## config.mk

```make
export PLATFORM = sky130hd
export DESIGN_NAME = dmc_apb_regs
export DESIGN_NICKNAME = d
export VERILOG_FILES = /design/src/hdl/dmc_pkg.sv /design/src/hdl/dmc_apb_regs.sv
export SDC_FILE = /design/constraint.sdc
export NUM_CORES = 1
export LEC_CHECK = 0
export ABC_AREA = 1
export BUFFER_PORTS_ARGS = -buffer_cell sky130_fd_sc_hd__buf_2
export CAP_MARGIN = 20
export CORE_UTILIZATION = 34
export CTS_BUF_LIST = sky130_fd_sc_hd__clkbuf_4 sky130_fd_sc_hd__clkbuf_8
export CTS_CLUSTER_SIZE = 25
export DETAILED_ROUTE_END_ITERATION = 16
export PLACE_DENSITY = 0.81
export SYNTH_ARGS = -nofsm -noshare
export SYNTH_HDL_FRONTEND = slang
export SYNTH_SLANG_ARGS = --single-unit
```

## constraint.sdc

```tcl
create_clock -name i_clk -period 1.04 [get_ports i_clk]
set_input_delay 0.052 -clock i_clk [delete_from_list [all_inputs] [get_ports i_clk]]
set_output_delay 0.052 -clock i_clk [all_outputs]
set_load 0.01 [all_outputs]
```

## src/hdl/dmc_pkg.sv

```systemverilog
// Package with the sizes, codes and types of the cache traffic model.
package dmc_pkg;

    // Build-time sizes of the tag store.
    localparam int NUM_LINES  = 128;
    localparam int ADDR_WIDTH = 32;

    // Fixed field widths.
    localparam int ADDR_W  = 32;
    localparam int TAG_W   = 32;
    localparam int CNT_W   = 32;
    localparam int BYTES_W = 40;
    localparam int DL_W    = 8;
    localparam int BL_W    = 4;
    localparam int LL_W    = 3;
    localparam int PADDR_W = 4;
    localparam int PDATA_W = 32;
    localparam int BSIZE_W = 13;
    localparam int SHIFT_W = 12;

    // Derived sizes.
    localparam int IDX_W = (NUM_LINES > 1) ? $clog2(NUM_LINES) : 1;
    localparam int DT_W  = $clog2(NUM_LINES + 1);

    // Floor of log2 of a positive constant.
    function automatic int floor_log2(input int n);
        int r;
        r = 0;
        for (int k = 1; k < 31; k++) begin
            if ((1 << k) <= n) begin
                r = k;
            end
        end
        return r;
    endfunction

    localparam int LL_CAP = (floor_log2(NUM_LINES) > (2 ** LL_W) - 1) ?
                            (2 ** LL_W) - 1 : floor_log2(NUM_LINES);
    localparam logic [LL_W-1:0] LINES_LOG2_MAX = LL_W'(LL_CAP);
    localparam logic [BL_W-1:0] BLOCK_LOG2_MAX = BL_W'(12);

    // Only the low ADDR_WIDTH bits of an address take part.
    localparam logic [ADDR_W-1:0] ADDR_MASK = (ADDR_WIDTH >= ADDR_W) ? {ADDR_W{1'b1}} :
                                              ADDR_W'((64'd1 << ADDR_WIDTH) - 64'd1);

    localparam logic [CNT_W-1:0]   CNT_MAX   = {CNT_W{1'b1}};
    localparam logic [BYTES_W-1:0] BYTES_MAX = {BYTES_W{1'b1}};
    localparam logic [DL_W-1:0]    DL_MAX    = {DL_W{1'b1}};

    // Access kinds.
    localparam logic OP_READ  = 1'b0;
    localparam logic OP_WRITE = 1'b1;

    // Register word indexes on the configuration port.
    typedef enum logic [1:0] {
        REG_WRITE_THROUGH = 2'b00,
        REG_BLOCK_LOG2    = 2'b01,
        REG_LINES_LOG2    = 2'b10
    } t_reg_idx;

    // Configuration as seen by the core.
    typedef struct packed {
        logic            write_through;
        logic [BL_W-1:0] block_log2;
        logic [LL_W-1:0] lines_log2;
    } t_cfg;

endpackage

```

## src/hdl/dmc_apb_regs.sv

```systemverilog
// APB-style configuration registers of the cache traffic model.
module dmc_apb_regs (
    input  logic                        i_clk,
    input  logic                        i_rst_n,
    input  logic                        psel,
    input  logic                        penable,
    input  logic                        pwrite,
    input  logic [dmc_pkg::PADDR_W-1:0] paddr,
    input  logic [dmc_pkg::PDATA_W-1:0] pwdata,
    output logic [dmc_pkg::PDATA_W-1:0] prdata,
    output logic                        pready,
    output dmc_pkg::t_cfg               o_cfg
);

    dmc_pkg::t_cfg r_cfg;
    logic          wr_en;
    logic [1:0]    reg_sel;

    assign pready  = 1'b1;
    assign wr_en   = psel && penable && pwrite && pready;
    assign reg_sel = paddr[3:2];

    // Register writes; a word beyond the last register is dropped.
    always_ff @(posedge i_clk) begin
        if (!i_rst_n) begin
            r_cfg.write_through <= 1'b0;
            r_cfg.block_log2    <= dmc_pkg::BL_W'(3);
            r_cfg.lines_log2    <= dmc_pkg::LL_W'(7);
        end else if (wr_en) begin
            unique case (reg_sel)
                dmc_pkg::REG_WRITE_THROUGH: r_cfg.write_through <= pwdata[0];
                dmc_pkg::REG_BLOCK_LOG2:    r_cfg.block_log2    <= pwdata[dmc_pkg::BL_W-1:0];
                dmc_pkg::REG_LINES_LOG2:    r_cfg.lines_log2    <= pwdata[dmc_pkg::LL_W-1:0];
                default: begin
                end
            endcase
        end
    end

    // Read-back of the addressed register.
    always_comb begin
        prdata = '0;
        unique case (reg_sel)
            dmc_pkg::REG_WRITE_THROUGH: prdata[0] = r_cfg.write_through;
            dmc_pkg::REG_BLOCK_LOG2:    prdata[dmc_pkg::BL_W-1:0] = r_cfg.block_log2;
            dmc_pkg::REG_LINES_LOG2:    prdata[dmc_pkg::LL_W-1:0] = r_cfg.lines_log2;
            default:                    prdata = '0;
        endcase
    end

    assign o_cfg = r_cfg;

endmodule

```

==> results of run 1 <==
==> critical path, cell delays in order, from the launching register on <==
cell,delay (ns)
dfxtp_2,0.33
nand2_1,0.05
a21oi_1,0.14
buf_2,0.14
==> layer usage <==
metal / wire length (um) / vias up / track usage
li1: - / 300 / -
met1: 478 / 236 / 0.142
met2: 548 / 35 / 0.162
met3: 140 / 2 / 0.0679
met4: 7 / 0 / 0.0333
met5: 0 / - / 0
==> final cells by class <==
type | count | area, um^2 | share of cell area
well taps | 27 | 33.8 | 0.0432
multi-input cells | 80 | 387 | 0.494
repair buffers | 24 | 125 | 0.160
inverters | 12 | 45.0 | 0.0576
clock buffers | 3 | 22.5 | 0.0288
flip-flops and latches | 8 | 169 | 0.216
==> worst paths after layout <==
kind                                            start                     to  slack, ns  cells after the start
worst max-delay path            o_cfg[5]$_SDFFE_PN0P_              prdata[2]       0.07                      3
worst min-delay path                        pwdata[2]  o_cfg[2]$_SDFFE_PN1P_       0.02                      3
worst min register to register  o_cfg[2]$_SDFFE_PN1P_  o_cfg[2]$_SDFFE_PN1P_       0.46                      2
worst max register to register  o_cfg[7]$_SDFFE_PN0P_  o_cfg[7]$_SDFFE_PN0P_       0.46                      2
==> cells by family (layout without fill, tap and decap cells) <==
family          after synthesis  in the layout
buf+inv                      43             39
fa+ha+maj                     5              5
other cells                   2             29
simple gates                 43             43
compound gates                3              3
flops                         8              8
==> placed cells by master (no fill, tap or decap) <==
master,instances
buf_4,2
nand2_1,24
nand3_1,9
a21oi_1,2
clkbuf_4,3
buf_2,22
inv_1,12
nand2_2,1
dfxtp_2,7
ha_1,5
nor2_4,2
dfxtp_1,1
nand3_2,1
conb_1,29
a21oi_2,1
nor2_1,6
==> stage by stage <==
stage | hold WS (ns) | cell area (um^2) | std cells | worst slack (ns) | power [W]
6_report | 0.0246 | 782 | 154 | 0.0669 | 0.000732
5_1_grt | 0.0383 | 782 | 154 | -0.0187 | 0.000793
3_5_place_dp | 0.289 | 747 | 151 | 0.0483 | 0.000497
3_3_place_gp | 0.281 | 747 | 151 | 0.0824 | 0.000495
2_1_floorplan | 0.178 | 822 | 131 | 0.299 | 0.000525
4_1_cts | 0.0191 | 769 | 154 | 0.00630 | 0.000736
==> power by group <==
part	internal (W)	switching [W]	leakage, nW	total (W)
Combinational	0.0000544	0.000120	0.386	0.000175
Clock	0.000132	0.000106	0.0138	0.000238
Sequential	0.000315	0.00000480	0.0636	0.000320
Total	0.000501	0.000231	0.464	0.000732
==> Yosys cell counts <==
cell	instances
buf_4	29
dfxtp_1	8
buf_6	1
nand2_2	1
nand3_2	1
nand2_1	24
a21oi_1	3
conb_1	2
nand3_1	9
nor2_4	2
nor2_1	6
ha_1	5
buf_2	1
inv_1	12
==> out/results.ini, run 1 <==
[logic_synthesis]
yosys.area_share.simple=0.273
syn_inst=104
synth_compound_area_frac=0.0208
yosys.area.top_type_share=0.302
yosys.area_share.adder=0.0868
synth.area.top_cells=buf_4 30%, dfxtp_1 22%, nand2_1 13%
synth.area.mux_share=0
synth_largest_area_cell=buf_4
yosysWarnings=0
ys_ff_latch=8
yosys.area_share.xor_xnor=0
synth_area_per_cell_um2=6.93
synth_top_family_by_area=buffers and inverters
synth_area_um2=721
synth.distinct_cells=14
ys_seq_area_frac=0.222

[layout]
fill_cells=219
diodes=0
area_growth_pct=8.51
largest_register_ffs=8
final_util=0.395
nets=175
drive_above_1_share=0.307

[clock_network]
path_clk_slew_ns=0.06
cts_sinks=8
insertion_delay_ns=0.26
cts-root-buf=clkbuf_4
cts_buffers=3
holdBufCountCts=0
clock_path_buffers=2
cts_setup_buffers=0
htreeDepth=1
cts_tree=done
cts_resized=0

[die]
die-area_mm2=0.00231
die_y_um=48.0
io_pins=82
initial_utilization=0.364
die_x_um=48.0
core_area_mm2=0.00198
rows=16

[placed_design]
place_hpwl_um=985
io_buffers=22
gp_congestion=0.843

[grt]
antenna_found_initial=0
grt_max_degree=9
overflow=0
grt_pass1_vias=418
groute.usage.overall=0.113
grt_pass1_wl_mm=1.70

[power_and_ir_drop]
leakagePower_nw=0.464
ir_drop_mv=0.740
cellPowerDensity_mw_per_mm2=936

[worst_hold_path]
hp-class=in -> reg

[drt]
vias=573
drt_pass1_iterations=4
wl_per_cell_um=7.63
ant_nets=0
drt-initial-drc-count=9
drt-total-wl_mm=1.18
drc=0
via_per_inst=3.72

[critical_path]
path_class=reg -> out
cp.required_ns=0.99
path_max_fanout=3
start_kind=register
end_kind=output pin
crit_arrival_ns=0.92

[sta]
post-route-min-period_ns=0.973
fin_crit_sh=0.936
fin_tns_setup_ns=0
fin_skew_ns=0
drv_slew=0
rsz0062_at_grt=true
setup_violations=0
hold_viol=0
fmax_ghz=1.03

[outcome]
status=finished clean

[job]
drv_cap=0

Note: power is estimated with default switching activity, not from simulation.
==> inputs of run 2 (changes only) <==
Settings changed: ABC_AREA 1 to default, PLACE_DENSITY 0.81 to 0.82.
==> out/results.ini, run 2 <==
[logic_synthesis]
synth-edff-count=0
ys_ff_latch=8
syn_inst=81
synth_area_um2=706
synth_area_per_cell_um2=8.71
synth.area.top_cells=buf_4 31%, dfxtp_1 23%, mux2i_1 11%
synth.most_common_cell=buf_4
synth_commonest_cells=29 x buf_4, 10 x nor2b_1, 8 x dfxtp_1, 8 x mux2i_1, 6 x nand2_1
ys.flop_type=dfxtp_1
synth_largest_area_cell=buf_4
yosys.area.top_type_share=0.309
synth.distinct_cells=17
async_flop_share=0
yosysWarnings=0
ys_seq_area_frac=0.227

[critical_path]
start_kind=register
path_max_fanout=3
end_kind=output pin
worstPathCellList=a222oi_1 > nor2_1 > buf_2
crit_arrival_ns=1.13
path_class=reg -> out
cp.required_ns=0.99
slowest_stage=dfxtp_2
path_buf_inv=1
slowest_delay_ns=0.33
cp_top_family=flip-flops

[layout]
final_common_cell=conb_1
regArea_um2=168
diodes=0
area_growth_pct=9.04
final_util=0.392
largest_register_ffs=8
layoutNonFillerInstCount=132
final_cell_mix=29 x conb_1, 22 x buf_2, 10 x nor2b_1
drive_above_1_share=0.343
fill_cells=208
nets=153
multi_input_area_um2=405

[drt]
wl_per_cell_um=8.60
ant_nets=0
drc=0
drt-total-wl_mm=1.14
drt_pass1_iterations=4
drt-initial-drc-count=4
via_per_inst=4.02
vias=530

[power_and_ir_drop]
cellPowerDensity_mw_per_mm2=930
leakagePower_nw=0.405
ir_drop_mv=0.596

[clock_network]
cts_setup_buffers=0
htreeDepth=1
cts_sinks=8
holdBufCountCts=0
clock_path_buffers=2
cts_tree=done
path_clk_slew_ns=0.05
cts_buffers=3
insertion_delay_ns=0.26
cts-root-buf=clkbuf_4

[sta]
whs_ns=0.0412
setup_ws_ns=-0.141
rsz0062_at_grt=true
fmax_ghz=0.847
fin_skew_ns=0
setup_violations=1
hold_viol=0
post-route-min-period_ns=1.18
drv_slew=0
fin_crit_sh=1.14
fin_tns_setup_ns=-0.141

[job]
drv_cap=0

[placed_design]
dp_slack_ns=-0.0443
place_hpwl_um=918
io_buffers=22
gp_congestion=0.773
dp.cells=129

[die]
die-area_mm2=0.00226
die_x_um=47.6
core_area_mm2=0.00196
rows=16
die_y_um=47.6
io_pins=82
initial_utilization=0.360

[grt]
grt_max_degree=15
groute.usage.overall=0.106
grt_pass1_wl_mm=1.68
antenna_found_initial=0
overflow=0
grt_pass1_vias=414

[worst_hold_path]
hp-class=in -> reg

[outcome]
status=finished, violations left
violations=negative setup slack

[run 2: cell types whose count changed in the layout (fill, tap and decap cells not counted), sizes merged, moves of 2 or more]
cell | before | now
a21oi | 3 | 0
a22oi | 0 | 2
nand3 | 10 | 0
nand2 | 25 | 6
and4 | 0 | 2
mux2i | 0 | 8
nor2b | 0 | 10
inv | 12 | 2
nor2 | 8 | 1
nand4 | 0 | 2
[run 2: report_power, final]
| part | switching, W | internal (W) |
|---|---|---|
| clock | 0.000110 | 0.000132 |
| combinational | 0.000102 | 0.0000569 |
| sequential | 0.00000318 | 0.000311 |
[run 2: stage by stage]
stage          area [um^2]  total power, W
2_1_floorplan          807        0.000503
3_3_place_gp           739        0.000474
3_5_place_dp           739        0.000478
4_1_cts                764        0.000720
5_1_grt                769        0.000760
6_report               769        0.000716
[run 2: cell type report]
| class | count | share of cell area |
|---|---|---|
| timing repair buffer | 25 | 0.172 |
| tap | 27 | 0.0439 |
| inverter | 2 | 0.00976 |
| clock buffer | 3 | 0.0293 |
| sequential | 8 | 0.218 |
| multi-input combinational | 67 | 0.527 |
[run 2: cells by family after synthesis]
logic type | share of synthesized area
buffers and inverters | 0.342
and+or+nand+nor | 0.183
other | 0.0106
adders and majority gates | 0.0887
DFF | 0.227
muxes | 0.113
AOI/OAI and AO/OA | 0.0355
[run 2: final timing paths]
kind | startpoint | end | slack [ns] | depth (start not counted)
setup reg to reg | o_cfg[0]$_SDFFE_PN1P_ | o_cfg[0]$_SDFFE_PN1P_ | 0.40 | 2
hold / removal | pwdata[2] | o_cfg[5]$_SDFFE_PN0P_ | 0.04 | 3
hold reg to reg | o_cfg[5]$_SDFFE_PN0P_ | o_cfg[5]$_SDFFE_PN0P_ | 0.47 | 2
setup / recovery | o_cfg[0]$_SDFFE_PN1P_ | prdata[0] | -0.14 | 3
[run 2: layer usage]
layer  GRT usage  part of all wire  vias to the layer above
li1            -                 -                      252
met1       0.104              0.36                      240
met2       0.208              0.55                       35
met3           0             0.062                        3
met4      0.0833             0.027                        0
met5           0                 0                        -
[run 2: worst reg2reg max path, cell delays in order (launching register included)]
cell     delay, ns
dfxtp_2       0.33
nor2b_1       0.11
mux2i_1       0.08
[run 2: repair_timing]
item	CTS	global route
endpoints found under the setup margin	1	3
pin swaps	0	0
gates resized for setup	2	4
